`src/sv/sed_pkg.sv`:
```
// Shared types and constants of the skeleton endpoint detector.
package sed_pkg;

	localparam int COORD_W = 12;
	localparam int DIM_W   = 13;
	localparam int PIX_W   = 8;
	localparam int CODE_W  = 8;
	localparam int PADDR_W = 3;
	localparam int PDATA_W = 32;

	localparam int DIM_MIN = 3;

	localparam logic [DIM_W-1:0] WIDTH_RESET  = 13'd640;
	localparam logic [DIM_W-1:0] HEIGHT_RESET = 13'd480;

	localparam logic REG_WIDTH  = 1'b0;
	localparam logic REG_HEIGHT = 1'b1;

	typedef struct packed {
		logic [COORD_W-1:0] x;
		logic [COORD_W-1:0] y;
		logic               inner;
		logic               last;
		logic               pix;
	} s1_info_t;

endpackage

```
`src/sv/sed_ifs.sv`:
```
// Stream interfaces for the pixel input and the result output.
interface sed_pix_if;
	logic                         valid;
	logic                         ready;
	logic [sed_pkg::PIX_W-1:0]    pixel_value;
	logic                         first_of_frame;

	modport source (output valid, pixel_value, first_of_frame, input ready);
	modport sink (input valid, pixel_value, first_of_frame, output ready);
endinterface


```
`src/sv/sed_scan.sv`:
```
// Raster scan: column/row counters, line store read address, stage 1 register.
module sed_scan #(
	parameter int MAX_WIDTH  = 4096,
	parameter int MAX_HEIGHT = 4096
) (
	input  logic                          clk,
	input  logic                          arst_n,
	sed_pix_if.sink                       pix,
	input  logic [$clog2(MAX_WIDTH):0]    w_eff,
	input  logic [$clog2(MAX_HEIGHT):0]   h_eff,
	input  logic                          fire_s1,
	output logic                          valid_s1,
	output sed_pkg::s1_info_t             info_s1,
	output logic [$clog2(MAX_WIDTH)-1:0]  addr_s1,
	output logic                          rd_en,
	output logic [$clog2(MAX_WIDTH)-1:0]  rd_addr
);

	localparam int CW = $clog2(MAX_WIDTH);
	localparam int RW = $clog2(MAX_HEIGHT);

	logic [CW-1:0] col_q;
	logic [RW-1:0] row_q;
	logic [CW-1:0] col_base;
	logic [RW-1:0] row_base;
	logic [CW-1:0] c;
	logic [RW-1:0] r;
	logic          c_end;
	logic          r_end;
	logic          acc;

	assign pix.ready = !valid_s1 || fire_s1;
	assign acc       = pix.valid && pix.ready;

	assign col_base = pix.first_of_frame ? '0 : col_q;
	assign row_base = pix.first_of_frame ? '0 : row_q;
	assign c        = ({1'b0, col_base} >= w_eff) ? '0 : col_base;
	assign r        = ({1'b0, row_base} >= h_eff) ? '0 : row_base;
	assign c_end    = ({1'b0, c} == w_eff - 1'b1);
	assign r_end    = ({1'b0, r} == h_eff - 1'b1);

	assign rd_en   = acc;
	assign rd_addr = c;

	always_ff @(posedge clk or negedge arst_n) begin
		if (!arst_n) begin
			col_q    <= '0;
			row_q    <= '0;
			valid_s1 <= 1'b0;
		end else begin
			if (acc) begin
				valid_s1 <= 1'b1;
				if (c_end) begin
					col_q <= '0;
					row_q <= r_end ? '0 : r + 1'b1;
				end else begin
					col_q <= c + 1'b1;
					row_q <= r;
				end
			end else if (fire_s1) begin
				valid_s1 <= 1'b0;
			end
		end
	end

	always_ff @(posedge clk) begin
		if (acc) begin
			addr_s1       <= c;
			info_s1.x     <= sed_pkg::COORD_W'(c - CW'(1));
			info_s1.y     <= sed_pkg::COORD_W'(r - RW'(1));
			info_s1.inner <= (c >= CW'(2)) && (r >= RW'(2));
			info_s1.last  <= c_end && r_end;
			info_s1.pix   <= (pix.pixel_value == '0);
		end
	end

endmodule

```
`src/flat_wrapper.sv`:
```
// flat-port wrapper written by rule: the top's interface ports become plain ports
module sed_scan_flat 
#(
	parameter int MAX_WIDTH  = 4096,
	parameter int MAX_HEIGHT = 4096
)
  (clk, arst_n, w_eff, h_eff, fire_s1, valid_s1, info_s1, addr_s1, rd_en, rd_addr, pix_valid, pix_pixel_value, pix_first_of_frame, pix_ready);
  sed_pix_if pix_i ();
  input  logic clk;
  input  logic arst_n;
  input  logic [$clog2(MAX_WIDTH):0] w_eff;
  input  logic [$clog2(MAX_HEIGHT):0] h_eff;
  input  logic fire_s1;
  output logic valid_s1;
  output sed_pkg::s1_info_t info_s1;
  output logic [$clog2(MAX_WIDTH)-1:0] addr_s1;
  output logic rd_en;
  output logic [$clog2(MAX_WIDTH)-1:0] rd_addr;
  input wire logic [$bits(pix_i.valid)-1:0] pix_valid;
  input wire logic [$bits(pix_i.pixel_value)-1:0] pix_pixel_value;
  input wire logic [$bits(pix_i.first_of_frame)-1:0] pix_first_of_frame;
  output wire logic [$bits(pix_i.ready)-1:0] pix_ready;
  assign pix_i.valid = pix_valid;
  assign pix_i.pixel_value = pix_pixel_value;
  assign pix_i.first_of_frame = pix_first_of_frame;
  assign pix_ready = pix_i.ready;
  sed_scan #(.MAX_WIDTH(MAX_WIDTH), .MAX_HEIGHT(MAX_HEIGHT)) u_core (.clk(clk), .arst_n(arst_n), .pix(pix_i), .w_eff(w_eff), .h_eff(h_eff), .fire_s1(fire_s1), .valid_s1(valid_s1), .info_s1(info_s1), .addr_s1(addr_s1), .rd_en(rd_en), .rd_addr(rd_addr));
endmodule
```
`config.mk`:
```
export PLATFORM = sky130hd
export DESIGN_NAME = sed_scan_flat
export DESIGN_NICKNAME = d
export VERILOG_FILES = /design/src/sv/sed_pkg.sv /design/src/sv/sed_ifs.sv /design/src/sv/sed_scan.sv /design/src/flat_wrapper.sv
export SDC_FILE = /design/constraint.sdc
export NUM_CORES = 1
export LEC_CHECK = 0
export ABC_CLOCK_PERIOD_IN_PS = 4300
export BUFFER_PORTS_ARGS = -buffer_cell sky130_fd_sc_hd__buf_2
export CAP_MARGIN = 20
export CORE_AREA = 5 5 114 116
export DETAILED_ROUTE_END_ITERATION = 8
export DIE_AREA = 0 0 119 121
export PLACE_DENSITY = 0.77
export SLEW_MARGIN = 40
export SYNTH_ARGS = -nofsm -noshare
export SYNTH_HDL_FRONTEND = slang
export SYNTH_SLANG_ARGS = --single-unit
```
`constraint.sdc`:
```
create_clock -name clk -period 4.3 [get_ports clk]
set_input_delay 0.645 -clock clk [delete_from_list [all_inputs] [get_ports clk]]
set_output_delay 0.645 -clock clk [all_outputs]
set_load 0.01 [all_outputs]
```
==> metrics.cfg <==
[placement]
portBuffers=92
dp_hpwl_mm=11.9
gp_congestion=1.01
placed_cell_area_sq_um=5970

[pwr]
powerDensity_nw_per_um2=322
p_int_mw=1.45
switching_power_mw=0.580
pwr-share-comb_pct=24.0
max-vdd-ir-drop_v=0.000194
leakage_nw=2.74
power_frac_clock_pct=38.9
seq_power_share_pct=37.1
p_sw_share_pct=28.6

[clocking]
path_clk_slew_ps=50
cts_tree=built
cts_resized=0
cts_root_buf=clkbuf_16
cts_setup_buffers=0
hold_buffers=0
ctsLongestPathBuffers=2
clock_latency_ps=330
cts_buffers=9
clock_sinks=64
ctsHtreeMaxLevel=3

[synth]
avgSynthCellArea_sq_um=8.35
syn-cell-area_sq_um=5230
synth_top_area_share_pct=22.4
synth_edf_count=39
synth_common_cells=nor2_1 (56), nand2_1 (54), inv_1 (46)
ys_ff_latch=64
synth_sequential_area_ratio_pct=34.3
yosys_warnings=0
yosysMostFrequentCell=nor2_1
synthCells=627
syn_nets=698
synth_ff_type=edfxtp_1
synth_area_leaders=edfxtp_1 (22%), dfrtp_1 (12%), ha_1 (7.7%)
async_reset_ff_share_pct=39.1
synth_top_cell_by_area=edfxtp_1
synth_cell_type_count=64

[timing]
hold_viol_final=0
min_period_ps=4000
slew-limit-headroom_pct=55.5
fmax_mhz=250
setup_viol=0
fin_skew_ps=5.49
period_share_pct=93.0
tns_ps=0
drv_slew=0
rsz0062_at_grt=false
worst_pin_slew_ps=665
hold_ws_ps=305

[worst_setup_path]
r2r-start=u_core.col_q[4]
start_kind=input port
path_class=in -> reg
arrival_ps=4200
end_kind=flop
startpoint=pix_first_of_frame
crit_fanout=22
worstPathRequired_ps=4500

[outcome]
status=completed

[drt]
drt_iter0_markers=637
firstDrtPassIters=6
viasPerCell=5.86
wl_per_cell_microns=17.3
dr_total_vias=5150
antenna_left=0
finalWirelength_mm=15.2
drc=0

[grt]
grt_use_total_pct=21.1
grt_pass1_wl_mm=25.0
overflow=0
grt_start_max_net_pins=31
grt_pass1_vias=5084
antenna_found_initial=0

[finish]
nets=798
drive_gt1_share_pct=21.6
regArea_sq_um=1800
fill_cells=1074
fin_area_sq_um=6310
antennaDiodeCount=0
multiInputGateArea_sq_um=3130
area_growth_pct=20.6

[run]
drv_cap=0

[floorplan]
ios=93
rows=40
die_x_microns=119
start_util_pct=44.3
die_area_sq_um=14400
coreArea_sq_um=11800
die_height_microns=121

[min_path]
hold_class=in -> async

cells by family (layout without fill, tap and decap cells):
| logic type | after synthesis | after routing | share of synthesized area, % |
|---|---|---|---|
| AOI/OAI and AO/OA | 129 | 129 | 16.1 |
| muxes | 5 | 5 | 1.00 |
| buffers and inverters | 81 | 186 | 6.10 |
| DFF | 64 | 64 | 34.3 |
| adders and majority gates | 32 | 32 | 7.65 |
| and+or+nand+nor | 280 | 280 | 28.8 |
| xor gates and xnor gates | 36 | 36 | 6.02 |
path summary, 6_finish.rpt:
kind	slack, ps	to	cells after the start
worst max-delay path	300	u_core.col_q[10]	16
worst min-delay path	310	u_core.valid_s1	1
worst max register to register	420	u_core.col_q[10]	14
worst min register to register	530	u_core.col_q[0]	2
max in group asynchronous	3620	u_core.col_q[4]	1
min in group clk	530	u_core.col_q[0]	2
power by group through the flow:
stage	combinational (mW)	clock, mW	sequential (mW)
detailed placement	0.484	0	0.766
CTS	0.487	0.793	0.754
finish	0.487	0.791	0.754
global route	0.542	0.824	0.758
global placement	0.470	0	0.764
floorplan	0.292	0	0.769
metal layers:
metal,up-vias,GRT usage (%),part of all wire [%]
li1,2474,-,-
met1,2387,25.7,40
met4,0,7.31,2.4
met5,-,0,0
met2,253,37.7,50
met3,36,3.36,7.8
area by class of cell:
| type | instances | share of cell area (%) |
|---|---|---|
| clock inverters | 5 | 1.25 |
| clock buffers | 11 | 4.00 |
| inverters | 46 | 2.73 |
| flip-flops and latches | 64 | 28.5 |
| repair buffers | 124 | 11.1 |
| multi-input cells | 482 | 49.5 |
| well taps | 147 | 2.91 |
metrics by stage:
| stage | power (mW) | utilization (%) | cells | setup WS (ps) |
|---|---|---|---|---|
| floorplan | 1.06 | - | 627 | 2.36 |
| global placement | 1.23 | 50.6 | 863 | 153 |
| detailed placement | 1.25 | 50.6 | 863 | 31.6 |
| CTS | 2.03 | 53.4 | 879 | 366 |
| global route | 2.12 | 53.5 | 879 | 10.2 |
| finish | 2.03 | 53.5 | 879 | 303 |
layout by cell type (no fill, tap or decap), types with 4 or more instances in the layout:
cell type and n:
buf_2 92, nor2_1 56, nand2_1 53, inv_1 45, edfxtp_1 39, nor3_1 37, ha_1 32, buf_4 32
a21oi_1 30, xnor2_1 27, dfrtp_1 25, o21ai_0 24, nand3_1 20, nor2b_1 18, and2_1 14, and3_1 12
o31ai_1 12, nor4_1 10, o211ai_1 10, or4_1 10, nand2b_1 10, xor2_1 9, o21a_1 9, clkbuf_16 9
or3_1 6, nand4_1 5, o22ai_1 5, nor4b_1 4, a32oi_1 4, o21ai_1 4, and4_1 4, a31oi_1 4
a211oi_1 4
state kept, by name (all words and copies together) (netlist names):
signal           count
u_core.col_q        12
u_core.valid_s1      1
u_core.addr_s1      12
u_core.row_q        12
u_core.info_s1      27
worst max-delay path, cell delays in order:
cell	delay [ps]
buf_2	370
buf_4	220
nor2b_1	50
ha_1	280
nor2_1	40
nor3_1	390
nor3_1	110
a31o_2	330
buf_4	210
o21a_1	120
o22ai_1	210
nor4_4	80
buf_4	210
nor3_2	380
nand2_1	170
o311ai_0	370
Power figures use the tool's default switching activity.
