<file path="src/sv/sed_pkg.sv">
// Shared types and constants of the skeleton endpoint detector.
package sed_pkg;

	localparam int COORD_W = 12;
	localparam int DIM_W   = 13;
	localparam int PIX_W   = 8;
	localparam int CODE_W  = 8;
	localparam int PADDR_W = 3;
	localparam int PDATA_W = 32;

	localparam int DIM_MIN = 3;

	localparam logic [DIM_W-1:0] WIDTH_RESET  = 13'd640;
	localparam logic [DIM_W-1:0] HEIGHT_RESET = 13'd480;

	localparam logic REG_WIDTH  = 1'b0;
	localparam logic REG_HEIGHT = 1'b1;

	typedef struct packed {
		logic [COORD_W-1:0] x;
		logic [COORD_W-1:0] y;
		logic               inner;
		logic               last;
		logic               pix;
	} s1_info_t;

endpackage

</file>
<file path="src/sv/sed_ifs.sv">


interface sed_res_if;
	logic                         valid;
	logic                         ready;
	logic [sed_pkg::COORD_W-1:0]  end_x;
	logic [sed_pkg::COORD_W-1:0]  end_y;
	logic [sed_pkg::CODE_W-1:0]   neighbour_code;
	logic                         is_endpoint;
	logic                         frame_done;

	modport source (output valid, end_x, end_y, neighbour_code, is_endpoint, frame_done,
		input ready);
	modport sink (input valid, end_x, end_y, neighbour_code, is_endpoint, frame_done,
		output ready);
endinterface

</file>
<file path="src/sv/sed_window.sv">
// Line store read-modify-write, 3x3 window, neighbour code and result register.
module sed_window #(
	parameter int MAX_WIDTH = 4096
) (
	input  logic                          clk,
	input  logic                          arst_n,
	input  logic                          valid_s1,
	input  sed_pkg::s1_info_t             info_s1,
	input  logic [$clog2(MAX_WIDTH)-1:0]  addr_s1,
	input  logic                          rd_en,
	input  logic [$clog2(MAX_WIDTH)-1:0]  rd_addr,
	input  logic [1:0]                    rd_data,
	output logic                          fire_s1,
	output logic                          wr_en,
	output logic [$clog2(MAX_WIDTH)-1:0]  wr_addr,
	output logic [1:0]                    wr_data,
	sed_res_if.source                     res
);

	logic [1:0]                    fwd_data_q;
	logic                          fwd_q;
	logic [1:0]                    col_now;
	logic [2:0]                    left_col;
	logic [2:0]                    mid_col;
	logic [2:0]                    right_col;
	logic [2:0]                    mid_q;
	logic [2:0]                    right_q;
	logic [sed_pkg::CODE_W-1:0]    code;
	logic                          endpoint;
	logic                          has_res;
	logic                          out_valid_q;
	logic [sed_pkg::COORD_W-1:0]   x_q;
	logic [sed_pkg::COORD_W-1:0]   y_q;
	logic [sed_pkg::CODE_W-1:0]    code_q;
	logic                          endp_q;
	logic                          done_q;

	// line store entry: bit 1 row above, bit 0 row middle
	assign col_now = fwd_q ? fwd_data_q : rd_data;

	assign left_col  = mid_q;
	assign mid_col   = right_q;
	assign right_col = {info_s1.pix, col_now[0], col_now[1]};

	// N, NW, W, SW, S, SE, E, NE
	assign code = {mid_col[0], left_col[0], left_col[1], left_col[2],
		mid_col[2], right_col[2], right_col[1], right_col[0]};

	assign endpoint = mid_col[1] && (code != '0) && ((code & (code - 1'b1)) == '0);
	assign has_res  = info_s1.inner && (endpoint || info_s1.last);
	assign fire_s1  = valid_s1 && (!has_res || !out_valid_q || res.ready);

	assign wr_en   = fire_s1;
	assign wr_addr = addr_s1;
	assign wr_data = {col_now[0], info_s1.pix};

	always_ff @(posedge clk or negedge arst_n) begin
		if (!arst_n) begin
			fwd_q <= 1'b0;
		end else if (rd_en) begin
			fwd_q <= wr_en && (wr_addr == rd_addr);
		end
	end

	always_ff @(posedge clk) begin
		if (rd_en) begin
			fwd_data_q <= wr_data;
		end
	end

	always_ff @(posedge clk or negedge arst_n) begin
		if (!arst_n) begin
			mid_q   <= '0;
			right_q <= '0;
		end else if (fire_s1) begin
			mid_q   <= mid_col;
			right_q <= right_col;
		end
	end

	always_ff @(posedge clk or negedge arst_n) begin
		if (!arst_n) begin
			out_valid_q <= 1'b0;
		end else if (fire_s1 && has_res) begin
			out_valid_q <= 1'b1;
		end else if (res.ready) begin
			out_valid_q <= 1'b0;
		end
	end

	always_ff @(posedge clk) begin
		if (fire_s1 && has_res) begin
			x_q    <= info_s1.x;
			y_q    <= info_s1.y;
			code_q <= code;
			endp_q <= endpoint;
			done_q <= info_s1.last;
		end
	end

	assign res.valid          = out_valid_q;
	assign res.end_x          = x_q;
	assign res.end_y          = y_q;
	assign res.neighbour_code = code_q;
	assign res.is_endpoint    = endp_q;
	assign res.frame_done     = done_q;

endmodule

</file>
<file path="src/flat_wrapper.sv">
// flat-port wrapper written by rule: the top's interface ports become plain ports
module sed_window_flat 
#(
	parameter int MAX_WIDTH = 4096
)
  (clk, arst_n, valid_s1, info_s1, addr_s1, rd_en, rd_addr, rd_data, fire_s1, wr_en, wr_addr, wr_data, res_valid, res_end_x, res_end_y, res_neighbour_code, res_is_endpoint, res_frame_done, res_ready);
  sed_res_if res_i ();
  input  logic clk;
  input  logic arst_n;
  input  logic valid_s1;
  input  sed_pkg::s1_info_t info_s1;
  input  logic [$clog2(MAX_WIDTH)-1:0] addr_s1;
  input  logic rd_en;
  input  logic [$clog2(MAX_WIDTH)-1:0] rd_addr;
  input  logic [1:0] rd_data;
  output logic fire_s1;
  output logic wr_en;
  output logic [$clog2(MAX_WIDTH)-1:0] wr_addr;
  output logic [1:0] wr_data;
  output wire logic [$bits(res_i.valid)-1:0] res_valid;
  output wire logic [$bits(res_i.end_x)-1:0] res_end_x;
  output wire logic [$bits(res_i.end_y)-1:0] res_end_y;
  output wire logic [$bits(res_i.neighbour_code)-1:0] res_neighbour_code;
  output wire logic [$bits(res_i.is_endpoint)-1:0] res_is_endpoint;
  output wire logic [$bits(res_i.frame_done)-1:0] res_frame_done;
  input wire logic [$bits(res_i.ready)-1:0] res_ready;
  assign res_valid = res_i.valid;
  assign res_end_x = res_i.end_x;
  assign res_end_y = res_i.end_y;
  assign res_neighbour_code = res_i.neighbour_code;
  assign res_is_endpoint = res_i.is_endpoint;
  assign res_frame_done = res_i.frame_done;
  assign res_i.ready = res_ready;
  sed_window #(.MAX_WIDTH(MAX_WIDTH)) u_core (.clk(clk), .arst_n(arst_n), .valid_s1(valid_s1), .info_s1(info_s1), .addr_s1(addr_s1), .rd_en(rd_en), .rd_addr(rd_addr), .rd_data(rd_data), .fire_s1(fire_s1), .wr_en(wr_en), .wr_addr(wr_addr), .wr_data(wr_data), .res(res_i));
endmodule
</file>
<file path="config.mk">
export PLATFORM = sky130hd
export DESIGN_NAME = sed_window_flat
export DESIGN_NICKNAME = d
export VERILOG_FILES = /design/src/sv/sed_pkg.sv /design/src/sv/sed_ifs.sv /design/src/sv/sed_window.sv /design/src/flat_wrapper.sv
export SDC_FILE = /design/constraint.sdc
export NUM_CORES = 1
export LEC_CHECK = 0
export BUFFER_PORTS_ARGS = -buffer_cell sky130_fd_sc_hd__buf_2
export CAP_MARGIN = 10
export CORE_MARGIN = 2
export CORE_UTILIZATION = 43
export DETAILED_ROUTE_END_ITERATION = 10
export PLACE_DENSITY = 0.75
export SLEW_MARGIN = 20
export SYNTH_ARGS = -nofsm -noshare
export SYNTH_HDL_FRONTEND = slang
export SYNTH_SLANG_ARGS = --single-unit
</file>
<file path="constraint.sdc">
create_clock -name clk -period 4.6 [get_ports clk]
set_clock_uncertainty 0.2 [all_clocks]
set_input_delay 0.92 -clock clk [delete_from_list [all_inputs] [get_ports clk]]
set_output_delay 0.92 -clock clk [all_outputs]
set_load 0.05 [all_outputs]
</file>
==> summary.md <==
| Metric | Value |
|---|---|
| Status | complete, no violations |
| Die ar. | roughly 0.0048 mm^2 |
| Pre-CTS setup slack | 0.923 ns |
| TritonCTS clock tree | yes |
| Count leader, synth | edfxtp_1 |
| Placed cell area | 0.00236 mm^2 |
| Vias | 1307 |
| Final Util | about 61% |
| Row cnt | 23 |
| Top FF cell, synth | edfxtp_1 |
| Post-DP HPWL | 2850 um |
| Asr flop ratio synth | between 10% and 20% |
| Max Freq | 273 MHz |
| Leading area contributor after synthesis | edfxtp_1 |
| Vias per inst | about 4.9 |
| Antenna violations before repair | 0 |
| Ant. Diodes | 0 |
| Clock transition at the registers of the reported paths | 0.08 ns |
| IO Port Bufs | 108 |
| Wire length per cell | 13.4 um |
| Register Area | 0.00128 mm^2 |
| Distinct cells, synth | 33 |
| Power, Total | 910 uW |
| Die height | between 60 and 70 um |
| P per Cell Area | 369 mW/mm^2 |
| Crit path max-delay family | simple AND/OR/NAND/NOR gates |
| Worst path slowest cell | or4_1 |
| Tmin final | 3.66 ns |
| Hold-fix buffers at CTS | 0 |
| CP cell instances | buf_2 -> nor4b_2 -> or4_1 -> a211oi_2 -> o2111ai_2 -> nand2_4 -> inv_1 -> buf_2 |
| Met3 WL post-DR | 429 um |
| WP data required | 3.48 ns |
| TritonCTS buffer count | 5 |
| Critical Setup Path Class | input pin to primary output |
| Setup ws final | 0.937 ns |
| Synth cell count leaders | edfxtp_1, buf_4, dfrtp_1, xor2_1, xnor2_1 |
| RSZ-0062 raised after global routing | false |
| Most frequent CP cell | buf_2 |
| Share of layout cells above drive strength 1 | between 50 and 60% |
| FF+latch count, synth | 44 |
| Worst slew pin tran | 0.411 ns |
| Crit. End Element | primary output |
| Core Area | a little over 0.004 mm^2 |
| Final worst-path cycle share | 79.6% |
| Global-route wire length before repair | 5730 um |
| Worst Path Arrival | 2.54 ns |
| Grt ovf | 0 |
| Met1 Wirelength | ~1400 um |
| Multi-input combinational cell area | 449 um^2 |
| YS warnings | 0 |
| Crit path buffers/inverters | 3 |
| Number of synthesized flops with an enable pin | 36 |
| Critical Path Max Stage Delay | 0.49 ns |
| Initial DRC count | 68 |
| Slew Viols, Final | 0 |
| Area Growth Syn to Fin | 33.1% |
| Total routed wirelength | 3590 um |
| Max-cap violations | 0 |
| All-layer global routing usage | 15.5% |
| # fillers | roughly 320 |
| Nets@finish | around 280 |
| Initial Utilization | 45.6% |
| Relative slew slack | 72.3% |
| Mapped Cells | 116 |
| Post-layout instance area | roughly 0.0025 mm^2 |
| Post-CTS setup buffers | 0 |
| Largest net degree at the start of global routing | 25 |
| Yosys top cell area share | 58.4% |
| Maximum vdd drop | 0.177 mV |
| DR WL met2 | between 1500 and 2000 um |
| Min-Delay Path Class | input pin to asynchronous set/reset pin |
| Number of global-route vias before repair | 1215 |
| Die width | between 60 and 70 um |
| Final ANT Viol Nets | 0 |
| Final setup TNS | 0 ns |
| CP startpoint kind | input pin |
| TritonCTS sink count | 44 |
| Final hold vios | 0 |
| Drt first pass iters | 4 |
| Top sig layer | met4 |
| Top cells by area, synth | edfxtp_1, dfrtp_1, buf_4 |
| Maximum clock path buffer count | 2 |
| Root Driver | clkbuf_8 |
| Post-synthesis cell area | 0.00185 mm^2 |
| CP max FO | 9 |
| Syn avg cell area | ~16 um^2 |
| Clock Latency Late Sink | 0.29 ns |
| Final setup violation count | 0 |
| Leak | 1.08 nW |
| DRC violations left | 0 |
| H-tree Lvls | 2 |
| Cts repair resizes | 0 |
| Top Ports | 109 |
| Sequential area share after synthesis | a little under 70% |
| GPL Wtd Cong | about 0.75 |
| Syn nets | 174 |
layout by cell type, fill, tap and decap left out, types with 2 or more instances in the layout:
master / instances
edfxtp_1: 36
a21oi_1: 2
nand3b_1: 2
o21ai_0: 3
clkbuf_8: 5
nor4_1: 3
dfrtp_1: 8
mux2_1: 2
mux2_4: 3
buf_2: 108
inv_1: 4
xnor2_1: 5
nand4_1: 2
mux2_2: 2
xor2_1: 8
nor2_1: 2
sequential cells by signal, indices dropped and copies added (netlist names), 2 cells and up:
register,count
u_core.mid_col,3
u_core.res.end_x,12
u_core.fwd_data_q,2
u_core.left_col,3
u_core.res.end_y,12
u_core.res.neighbour_code,8
final timing paths:
kind / cells after the start / start / end / slack, ns
max reg2reg: 7 / u_core.fwd_q / u_core.res.end_x[8] / 1.68
max: 8 / info_s1[0] / fire_s1 / 0.94
min in group clk: 0 / u_core.left_col[1] / u_core.res.neighbour_code[5] / 0.35
min reg2reg: 0 / u_core.left_col[1] / u_core.res.neighbour_code[5] / 0.35
min: 1 / arst_n / u_core.left_col[1] / 0.26
max in group asynchronous: 1 / arst_n / u_core.mid_col[1] / 3.77
power by group:
part	switching [mW]	total, mW	internal, mW
logic	0.103	0.155	0.0526
clock network	0.123	0.284	0.161
registers	0.0162	0.470	0.454
layout make-up:
type                    count  area share (%)
clock buffers               6            2.95
flip-flops and latches     44            52.0
clock inverters             2            1.42
multi-input cells          53            18.2
well taps                  50            2.54
repair buffers            109            22.2
inverters                   4           0.609
per-layer routing:
metal / track usage, % / up-vias
met1: 18.2 / 594
met4: 8.50 / 0
li1: - / 620
met2: 24.5 / 88
met3: 5.67 / 5
met5: 0 / -
stage by stage:
stage | cells | hold slack (ns)
3_3_place_gp | 260 | 0.335
2_1_floorplan | 116 | 0.290
6_report | 268 | 0.258
5_1_grt | 268 | 0.252
3_5_place_dp | 260 | 0.323
4_1_cts | 268 | 0.253
logic make-up (layout without fill, tap and decap cells):
| kind of cell | after synthesis | in the layout | synth area share (%) |
|---|---|---|---|
| xor+xnor | 13 | 13 | 6.15 |
| mux | 8 | 8 | 5.41 |
| compound gates | 13 | 13 | 5.27 |
| fa+ha+maj | 1 | 1 | 0.541 |
| buf+inv | 19 | 121 | 6.90 |
| simple gates | 18 | 18 | 6.49 |
| flops | 44 | 44 | 69.2 |
Power figures use the tool's default switching activity.
