[config.mk]
export PLATFORM = sky130hd
export DESIGN_NAME = sed_cfg
export DESIGN_NICKNAME = d
export VERILOG_FILES = /design/src/sv/sed_pkg.sv /design/src/sv/sed_cfg.sv
export SDC_FILE = /design/constraint.sdc
export NUM_CORES = 1
export LEC_CHECK = 0
export ABC_AREA = 1
export ABC_CLOCK_PERIOD_IN_PS = 1300
export BUFFER_PORTS_ARGS = -buffer_cell sky130_fd_sc_hd__buf_2
export CORE_UTILIZATION = 44
export DETAILED_ROUTE_END_ITERATION = 7
export HOLD_SLACK_MARGIN = 0.1
export PLACE_DENSITY = 0.81
export SYNTH_ARGS = -nofsm -noshare
export SYNTH_HDL_FRONTEND = slang
export SYNTH_SLANG_ARGS = --single-unit
[constraint.sdc]
create_clock -name clk -period 1.3 [get_ports clk]
set_input_delay 0.065 -clock clk [delete_from_list [all_inputs] [get_ports clk]]
set_output_delay 0.065 -clock clk [all_outputs]
set_load 0.03 [all_outputs]
[src/sv/sed_pkg.sv]
// Shared types and constants of the skeleton endpoint detector.
package sed_pkg;

	localparam int COORD_W = 12;
	localparam int DIM_W   = 13;
	localparam int PIX_W   = 8;
	localparam int CODE_W  = 8;
	localparam int PADDR_W = 3;
	localparam int PDATA_W = 32;

	localparam int DIM_MIN = 3;

	localparam logic [DIM_W-1:0] WIDTH_RESET  = 13'd640;
	localparam logic [DIM_W-1:0] HEIGHT_RESET = 13'd480;

	localparam logic REG_WIDTH  = 1'b0;
	localparam logic REG_HEIGHT = 1'b1;

	typedef struct packed {
		logic [COORD_W-1:0] x;
		logic [COORD_W-1:0] y;
		logic               inner;
		logic               last;
		logic               pix;
	} s1_info_t;

endpackage

[src/sv/sed_cfg.sv]
// APB register block: image width and height, clamped to the usable range.
module sed_cfg #(
	parameter int MAX_WIDTH  = 4096,
	parameter int MAX_HEIGHT = 4096
) (
	input  logic                          clk,
	input  logic                          arst_n,
	input  logic                          psel,
	input  logic                          penable,
	input  logic                          pwrite,
	input  logic [sed_pkg::PADDR_W-1:0]   paddr,
	input  logic [sed_pkg::PDATA_W-1:0]   pwdata,
	output logic [sed_pkg::PDATA_W-1:0]   prdata,
	output logic                          pready,
	output logic [$clog2(MAX_WIDTH):0]    w_eff,
	output logic [$clog2(MAX_HEIGHT):0]   h_eff
);

	localparam int WW = $clog2(MAX_WIDTH) + 1;
	localparam int HW = $clog2(MAX_HEIGHT) + 1;

	logic [sed_pkg::DIM_W-1:0] width_q;
	logic [sed_pkg::DIM_W-1:0] height_q;
	logic                      wr;
	logic [31:0]               wide_w;
	logic [31:0]               wide_h;

	assign pready = 1'b1;
	assign wr     = psel && penable && pwrite;

	always_ff @(posedge clk or negedge arst_n) begin
		if (!arst_n) begin
			width_q  <= sed_pkg::WIDTH_RESET;
			height_q <= sed_pkg::HEIGHT_RESET;
		end else if (wr) begin
			if (paddr[2] == sed_pkg::REG_HEIGHT) begin
				height_q <= pwdata[sed_pkg::DIM_W-1:0];
			end else begin
				width_q <= pwdata[sed_pkg::DIM_W-1:0];
			end
		end
	end

	always_comb begin
		if (paddr[2] == sed_pkg::REG_HEIGHT) begin
			prdata = sed_pkg::PDATA_W'(height_q);
		end else begin
			prdata = sed_pkg::PDATA_W'(width_q);
		end
	end

	assign wide_w = 32'(width_q);
	assign wide_h = 32'(height_q);

	always_comb begin
		if (wide_w < 32'(sed_pkg::DIM_MIN)) begin
			w_eff = WW'(sed_pkg::DIM_MIN);
		end else if (wide_w > 32'(MAX_WIDTH)) begin
			w_eff = WW'(MAX_WIDTH);
		end else begin
			w_eff = WW'(wide_w);
		end
	end

	always_comb begin
		if (wide_h < 32'(sed_pkg::DIM_MIN)) begin
			h_eff = HW'(sed_pkg::DIM_MIN);
		end else if (wide_h > 32'(MAX_HEIGHT)) begin
			h_eff = HW'(MAX_HEIGHT);
		end else begin
			h_eff = HW'(wide_h);
		end
	end

endmodule

==> results of run 1 <==
## cell usage after synthesis
master	count
inv_1	37
dfstp_2	6
nand2_1	55
o21ai_0	14
a21oi_1	22
nand2_2	1
buf_6	4
buf_4	21
nor2_1	12
conb_1	2
and3_4	1
inv_2	1
buf_2	2
nor2_2	4
clkbuf_1	4
nand2_4	3
o21ai_1	26
dfrtp_1	20
## cells in the final DEF (no fill, tap or decap), types with 6 or more instances in the layout
cell type,netlist,final
buf_2,2,22
dfstp_2,6,6
inv_1,37,33
dlygate4sd3_1,0,14
o21ai_2,0,6
nand2_2,1,9
nor2_1,12,6
nand2_4,3,8
o21ai_1,26,33
conb_1,2,20
nand2_1,55,44
nor2_4,0,6
buf_6,4,36
dfrtp_1,20,19
buf_4,21,35
a21oi_2,0,15
a21oi_4,0,6
## worst min path at each step
stage                       end  slack (ns)  depth (start not counted)
floorplan           height_q[0]       -0.23                          0
finish              height_q[1]        0.34                          2
global route         width_q[3]        0.38                          2
global placement    width_q[10]        0.09                          1
detailed placement  width_q[10]        0.10                          1
CTS                  width_q[3]        0.34                          2
## layout make-up
class	instances	area, µm²	area share, %
Sequential cell	26	659	23.5
Clock buffer	4	45.0	1.61
Multi-Input combinational cell	160	970	34.6
Inverter	38	153	5.44
Tap cell	48	60.1	2.14
Timing Repair Buffer	107	918	32.7
## where the power goes
part	internal [mW]	total, mW	switching (mW)	leakage (nW)
clock	0.219	0.483	0.264	0.0228
combinational	1.03	2.50	1.47	1.13
sequential	0.988	1.13	0.140	0.313
total	2.24	4.11	1.88	1.46
## what timing repair did
action                                 4_1_cts  5_1_grt
resized for setup                           94       60
pin swaps                                   12       10
hold buffers                                14        0
setup endpoints to repair                   27       35
endpoints found under the hold margin       46        0
setup buffers                                3        8
cloned                                       2        0
## flip-flops by register name, indices dropped and copies added (netlist names)
register,cells
height_q,13
width_q,13
## routing by layer
metal,GRT usage [%],vias to the layer above
met5,0,-
met4,6.25,0
met3,3.99,10
met2,49.6,120
met1,32.9,881
li1,-,890
## logic make-up after synthesis
logic type	count (synthesis)	share of synthesized area, %
buffers and inverters	69	22.1
AND/OR/NAND/NOR	76	19.6
AO/OA/AOI/OAI	62	18.5
flip-flops	26	39.3
other	2	0.449
## worst max-delay path, stage by stage (launching register included)
cell     delay [ns]
dfrtp_1        0.40
nor2_1         0.14
nand2_2        0.11
nor2_4         0.18
nand2_4        0.14
a21oi_2        0.23
buf_6          0.16
## per-stage QoR
step | setup TNS [ns] | hold slack (ns)
floorplan | -1.10 | -0.231
CTS | -5.94 | 0.342
finish | -7.06 | 0.336
global route | -8.46 | 0.376
detailed placement | -0.354 | 0.103
global placement | -0.0969 | 0.0876
==> impl_metrics.csv, run 1 <==
group,metric,value,unit
worst_setup_path,startpoint,"width_q[3]",
timing,hold_violations,0,
route,wirelength_met1,2140,µm
layout,fin_cells,383,
route,routed.top_layer,"met4",
timing,tightestPinTransition,0.619,ns
worst_setup_path,setup.worst_path.end,"w_eff[9]",
logic_synthesis,synth.avg_cell_area,7.12,µm²
die,num_rows,22,
layout,n_antenna_cell,0,
timing,fin_skew,0,ns
power_and_ir_drop,design_power_total,4.11,mW
global_routing,grt_pass1_vias,1781,
worst_setup_path,r2r-end,"height_q[8]",
global_routing,grt_pass1_wl,8340,µm
global_routing,grt_antenna_before_repair,0,
clocking,cts_made_buffers,3,
route,vias,1901,
logic_synthesis,yosys.area.top_type_share,29.9,%
run_status,violations,"setup timing",
clocking,insertion_delay,0.27,ns
route,drtAntennaViolNets,0,
layout,layout.nets,376,
global_routing,grt_remaining_overflow,0,
worst_setup_path,rrSetupSlack,0.27,ns
place,dp_hpwl,3050,µm
worst_setup_path,critical_path_arrival,1.65,ns
timing,report.final.slew_viol_count,0,
route,drc,0,
power_and_ir_drop,ir_drop,0.918,mV
worst_hold_path,worstHoldPathType,"input pin to asynchronous set/reset pin",
layout,fin_area,2810,µm²
die,start_util,45.7,%
place,placed_area,2070,µm²
global_routing,track_usage,27.1,%
place,portBuffers,57,
place,post-place-ws,-0.0464,ns
timing,min_period_over_period,132,%
layout,final_util,76.6,%
die,die_w,63.7,µm
die,die_h,63.7,µm
logic_synthesis,ys_warn_count,0,
clocking,clk_path_buf_depth,2,
clocking,cts.sinks,26,
logic_synthesis,postSynthCellCount,235,
route,drt-pass1-iter-count,4,
logic_synthesis,synth_cell_type_count,18,
route,viasPerCell,4.96,
layout,n_fill_cell,232,
place,place_congestion,0.850,
timing,fin_ws,-0.412,ns
timing,min_period,1.71,ns
power_and_ir_drop,pwr_density_cell,1470,nW/µm²
worst_setup_path,criticalPathCategory,"flop to output pin",
layout,area_delta_synth_final,67.6,%
logic_synthesis,syn_area,1670,µm²
route,wl,5850,µm
worst_setup_path,crit_path_end_kind,"output pin",
run,cap_violations,0,
route,drt_iter0_drc,148,
logic_synthesis,synth_area_leaders,"dfrtp_1, nand2_1, dfstp_2, buf_4, inv_1",
worst_setup_path,crit_path_max_fanout,5,
logic_synthesis,ys_ff_latch,26,
worst_setup_path,critPathLaunchType,"flop",
clocking,clockRootBuffer,"clkbuf_8",
die,core_area,3660,µm²
clocking,htree_levels,1,
layout,drive_gt1_share,48.7,%
worst_setup_path,reg2regPathDepth,4,
worst_setup_path,r2r_start,"height_q[8]",
timing,setup_violations,25,
run_status,outcome,"finished with violations",
power_and_ir_drop,p_leak,1.46,nW
timing,fmax,0.584,GHz
die,ios,99,
route,dr_wl_met2,3100,µm
clocking,clk_pin_slew_worst_paths,0.10,ns
clocking,cts_tree,"yes",
logic_synthesis,yosys.area.top_type,"dfrtp_1",
worst_setup_path,required,1.24,ns
die,die-area,4060,µm²
timing,relSlewSlack,58.8,%
global_routing,grt_max_degree,27,
place,placed_cells,354,
route,avgRoutedWirePerCell,15.3,µm
route,wl_met3,517,µm
timing,grt_setup_unrepaired,"true",
logic_synthesis,ys_seq_area_share,39.3,%
Power figures use the tool's default switching activity.
==> inputs of run 2 (changes only) <==
PLACE_DENSITY = 0.83   (was 0.81)
==> run 2 against run 1 <==
Against the previous run: the flow still finishes with violations (setup timing); clock skew unchanged; critical endpoint is now h_eff[6]; worst hold slack worse by 0.016 ns; sequential share of layout area increased by 0.18 points; die area unchanged; critical path depth is the same; wire length rose by 1.6%; first-iteration DRC count shrank 36%; combinational power is 2% lower; global-route usage shrank 0.75 points; setup slack gained 0.085 ns.
==> impl_metrics.csv, run 2 (synthesis results as in run 1) <==
group,metric,value,unit
clocking,cts_made_buffers,3,
clocking,clk_pin_slew_worst_paths,0.09,ns
worst_hold_path,worstHoldPathType,"input pin to asynchronous set/reset pin",
timing,fin_skew,0,ns
route,wl,5950,µm
route,avgRoutedWirePerCell,15.8,µm
timing,min_period,1.63,ns
clocking,insertion_delay,0.26,ns
timing,min_period_over_period,125,%
timing,grt_setup_unrepaired,"true",
layout,final_cell_mix,"nand2_1, inv_1, buf_6",
global_routing,grt_remaining_overflow,0,
power_and_ir_drop,pwr-share-clk,12.8,%
route,drt-pass1-iter-count,6,
die,num_rows,22,
global_routing,grt_pass1_wl,8280,µm
run_status,violations,"setup timing",
die,die_w,63.7,µm
power_and_ir_drop,pwr-share-comb,59.4,%
layout,final_common_cell,"nand2_1",
layout,n_antenna_cell,0,
power_and_ir_drop,pwr_density_cell,1480,nW/µm²
worst_setup_path,startpoint,"height_q[3]",
global_routing,grt_antenna_before_repair,0,
route,drtAntennaViolNets,0,
die,die_h,63.7,µm
worst_setup_path,reg2regPathDepth,4,
worst_setup_path,criticalPathCategory,"flop to output pin",
timing,fmax,0.615,GHz
layout,layout.nets,370,
worst_setup_path,rrSetupSlack,0.36,ns
timing,fin_ws,-0.326,ns
layout,top_regs,"height_q: 13 flops, width_q: 13 flops",
layout,drive_gt1_share,49.2,%
power_and_ir_drop,swShare,45.3,%
global_routing,grt_pass1_vias,1826,
route,vias,1936,
worst_setup_path,r2r_start,"width_q[6]",
timing,setup_violations,25,
global_routing,track_usage,26.3,%
power_and_ir_drop,ir_drop,0.944,mV
timing,tightestPinTransition,0.590,ns
die,core_area,3660,µm²
timing,report.final.slew_viol_count,0,
worst_setup_path,setup.worst_path.end,"h_eff[6]",
worst_setup_path,crit_path_end_kind,"output pin",
die,ios,99,
global_routing,grt_max_degree,27,
timing,relSlewSlack,60.7,%
power_and_ir_drop,p_leak,1.44,nW
worst_setup_path,r2r-end,"width_q[6]",
layout,area_delta_synth_final,66.3,%
power_and_ir_drop,internal-power,2.26,mW
clocking,htree_levels,1,
die,die-area,4060,µm²
clocking,clockRootBuffer,"clkbuf_8",
place,dp_hpwl,3040,µm
place,place_congestion,0.831,
clocking,cts_tree,"yes",
timing,hold_violations,0,
clocking,cts.sinks,26,
power_and_ir_drop,p_sw,1.87,mW
clocking,clk_path_buf_depth,2,
worst_setup_path,required,1.24,ns
power_and_ir_drop,seq_power_share,27.8,%
worst_setup_path,crit_path_max_fanout,5,
timing,timing.hold.ws,0.321,ns
power_and_ir_drop,design_power_total,4.13,mW
worst_setup_path,critPathLaunchType,"flop",
worst_setup_path,critical_path_arrival,1.56,ns
route,viasPerCell,5.14,
route,drc,0,
run,cap_violations,0,
route,drt_iter0_drc,95,
die,start_util,45.7,%
timing,setup_tns,-6.49,ns
run_status,outcome,"finished with violations",
place,portBuffers,57,
place,post-place-ws,-0.0293,ns
## run 2: through the flow
step           area [µm²]  utilization, %  instances
3_3_place_gp         2060            56.2        351
5_1_grt              2780            76.0        377
2_1_floorplan        1750               -        253
6_report             2780            76.0        377
4_1_cts              2520            68.8        372
3_5_place_dp         2060            56.2        351
## run 2: critical path, stage by stage, from the launching register on
cell	delay, ns
dfrtp_1	0.42
nor2_2	0.16
nand2_2	0.11
nor2_4	0.16
nand2_4	0.12
a21oi_4	0.17
buf_6	0.15
## run 2: worst min path at each step
stage,from,cells after the start,end
after floorplan,arst_n,0,height_q[0]
after global placement,arst_n,1,width_q[10]
after detailed placement,arst_n,1,width_q[4]
after CTS,arst_n,2,height_q[2]
after global routing,arst_n,2,width_q[2]
final,arst_n,2,width_q[4]
## run 2: what timing repair did
item                                    CTS  global route
gates cloned                              2             1
buffers inserted                          1             7
resized for setup                        79            69
endpoints found under the setup margin   28            32
hold endpoints to repair                 46             0
hold buffers                             14             0
pin swaps                                15            15
## run 2: metal layers
| metal | wire length, µm | vias up | part of all wire, % | track usage, % |
|---|---|---|---|---|
| li1 | - | 881 | - | - |
| met1 | 2230 | 912 | 37 | 32.1 |
| met2 | 3070 | 120 | 52 | 46.7 |
| met3 | 439 | 23 | 7.4 | 4.71 |
| met4 | 209 | 0 | 3.5 | 7.95 |
| met5 | 0 | - | 0 | 0 |
## run 2: power groups by stage
stage | clock network (mW) | registers (mW) | logic [mW]
4_1_cts | 0.521 | 1.11 | 2.04
6_report | 0.529 | 1.15 | 2.45
3_5_place_dp | 0 | 1.11 | 1.66
3_3_place_gp | 0 | 1.11 | 1.63
5_1_grt | 0.573 | 1.17 | 2.57
2_1_floorplan | 0 | 1.12 | 1.12
## run 2: layout make-up
cell class | instances | area (µm²)
multi-input cells | 160 | 961
repair buffers | 101 | 896
fillers | 212 | 877
flip-flops and latches | 26 | 659
inverters | 38 | 153
well taps | 48 | 60.1
clock buffers | 4 | 55.1
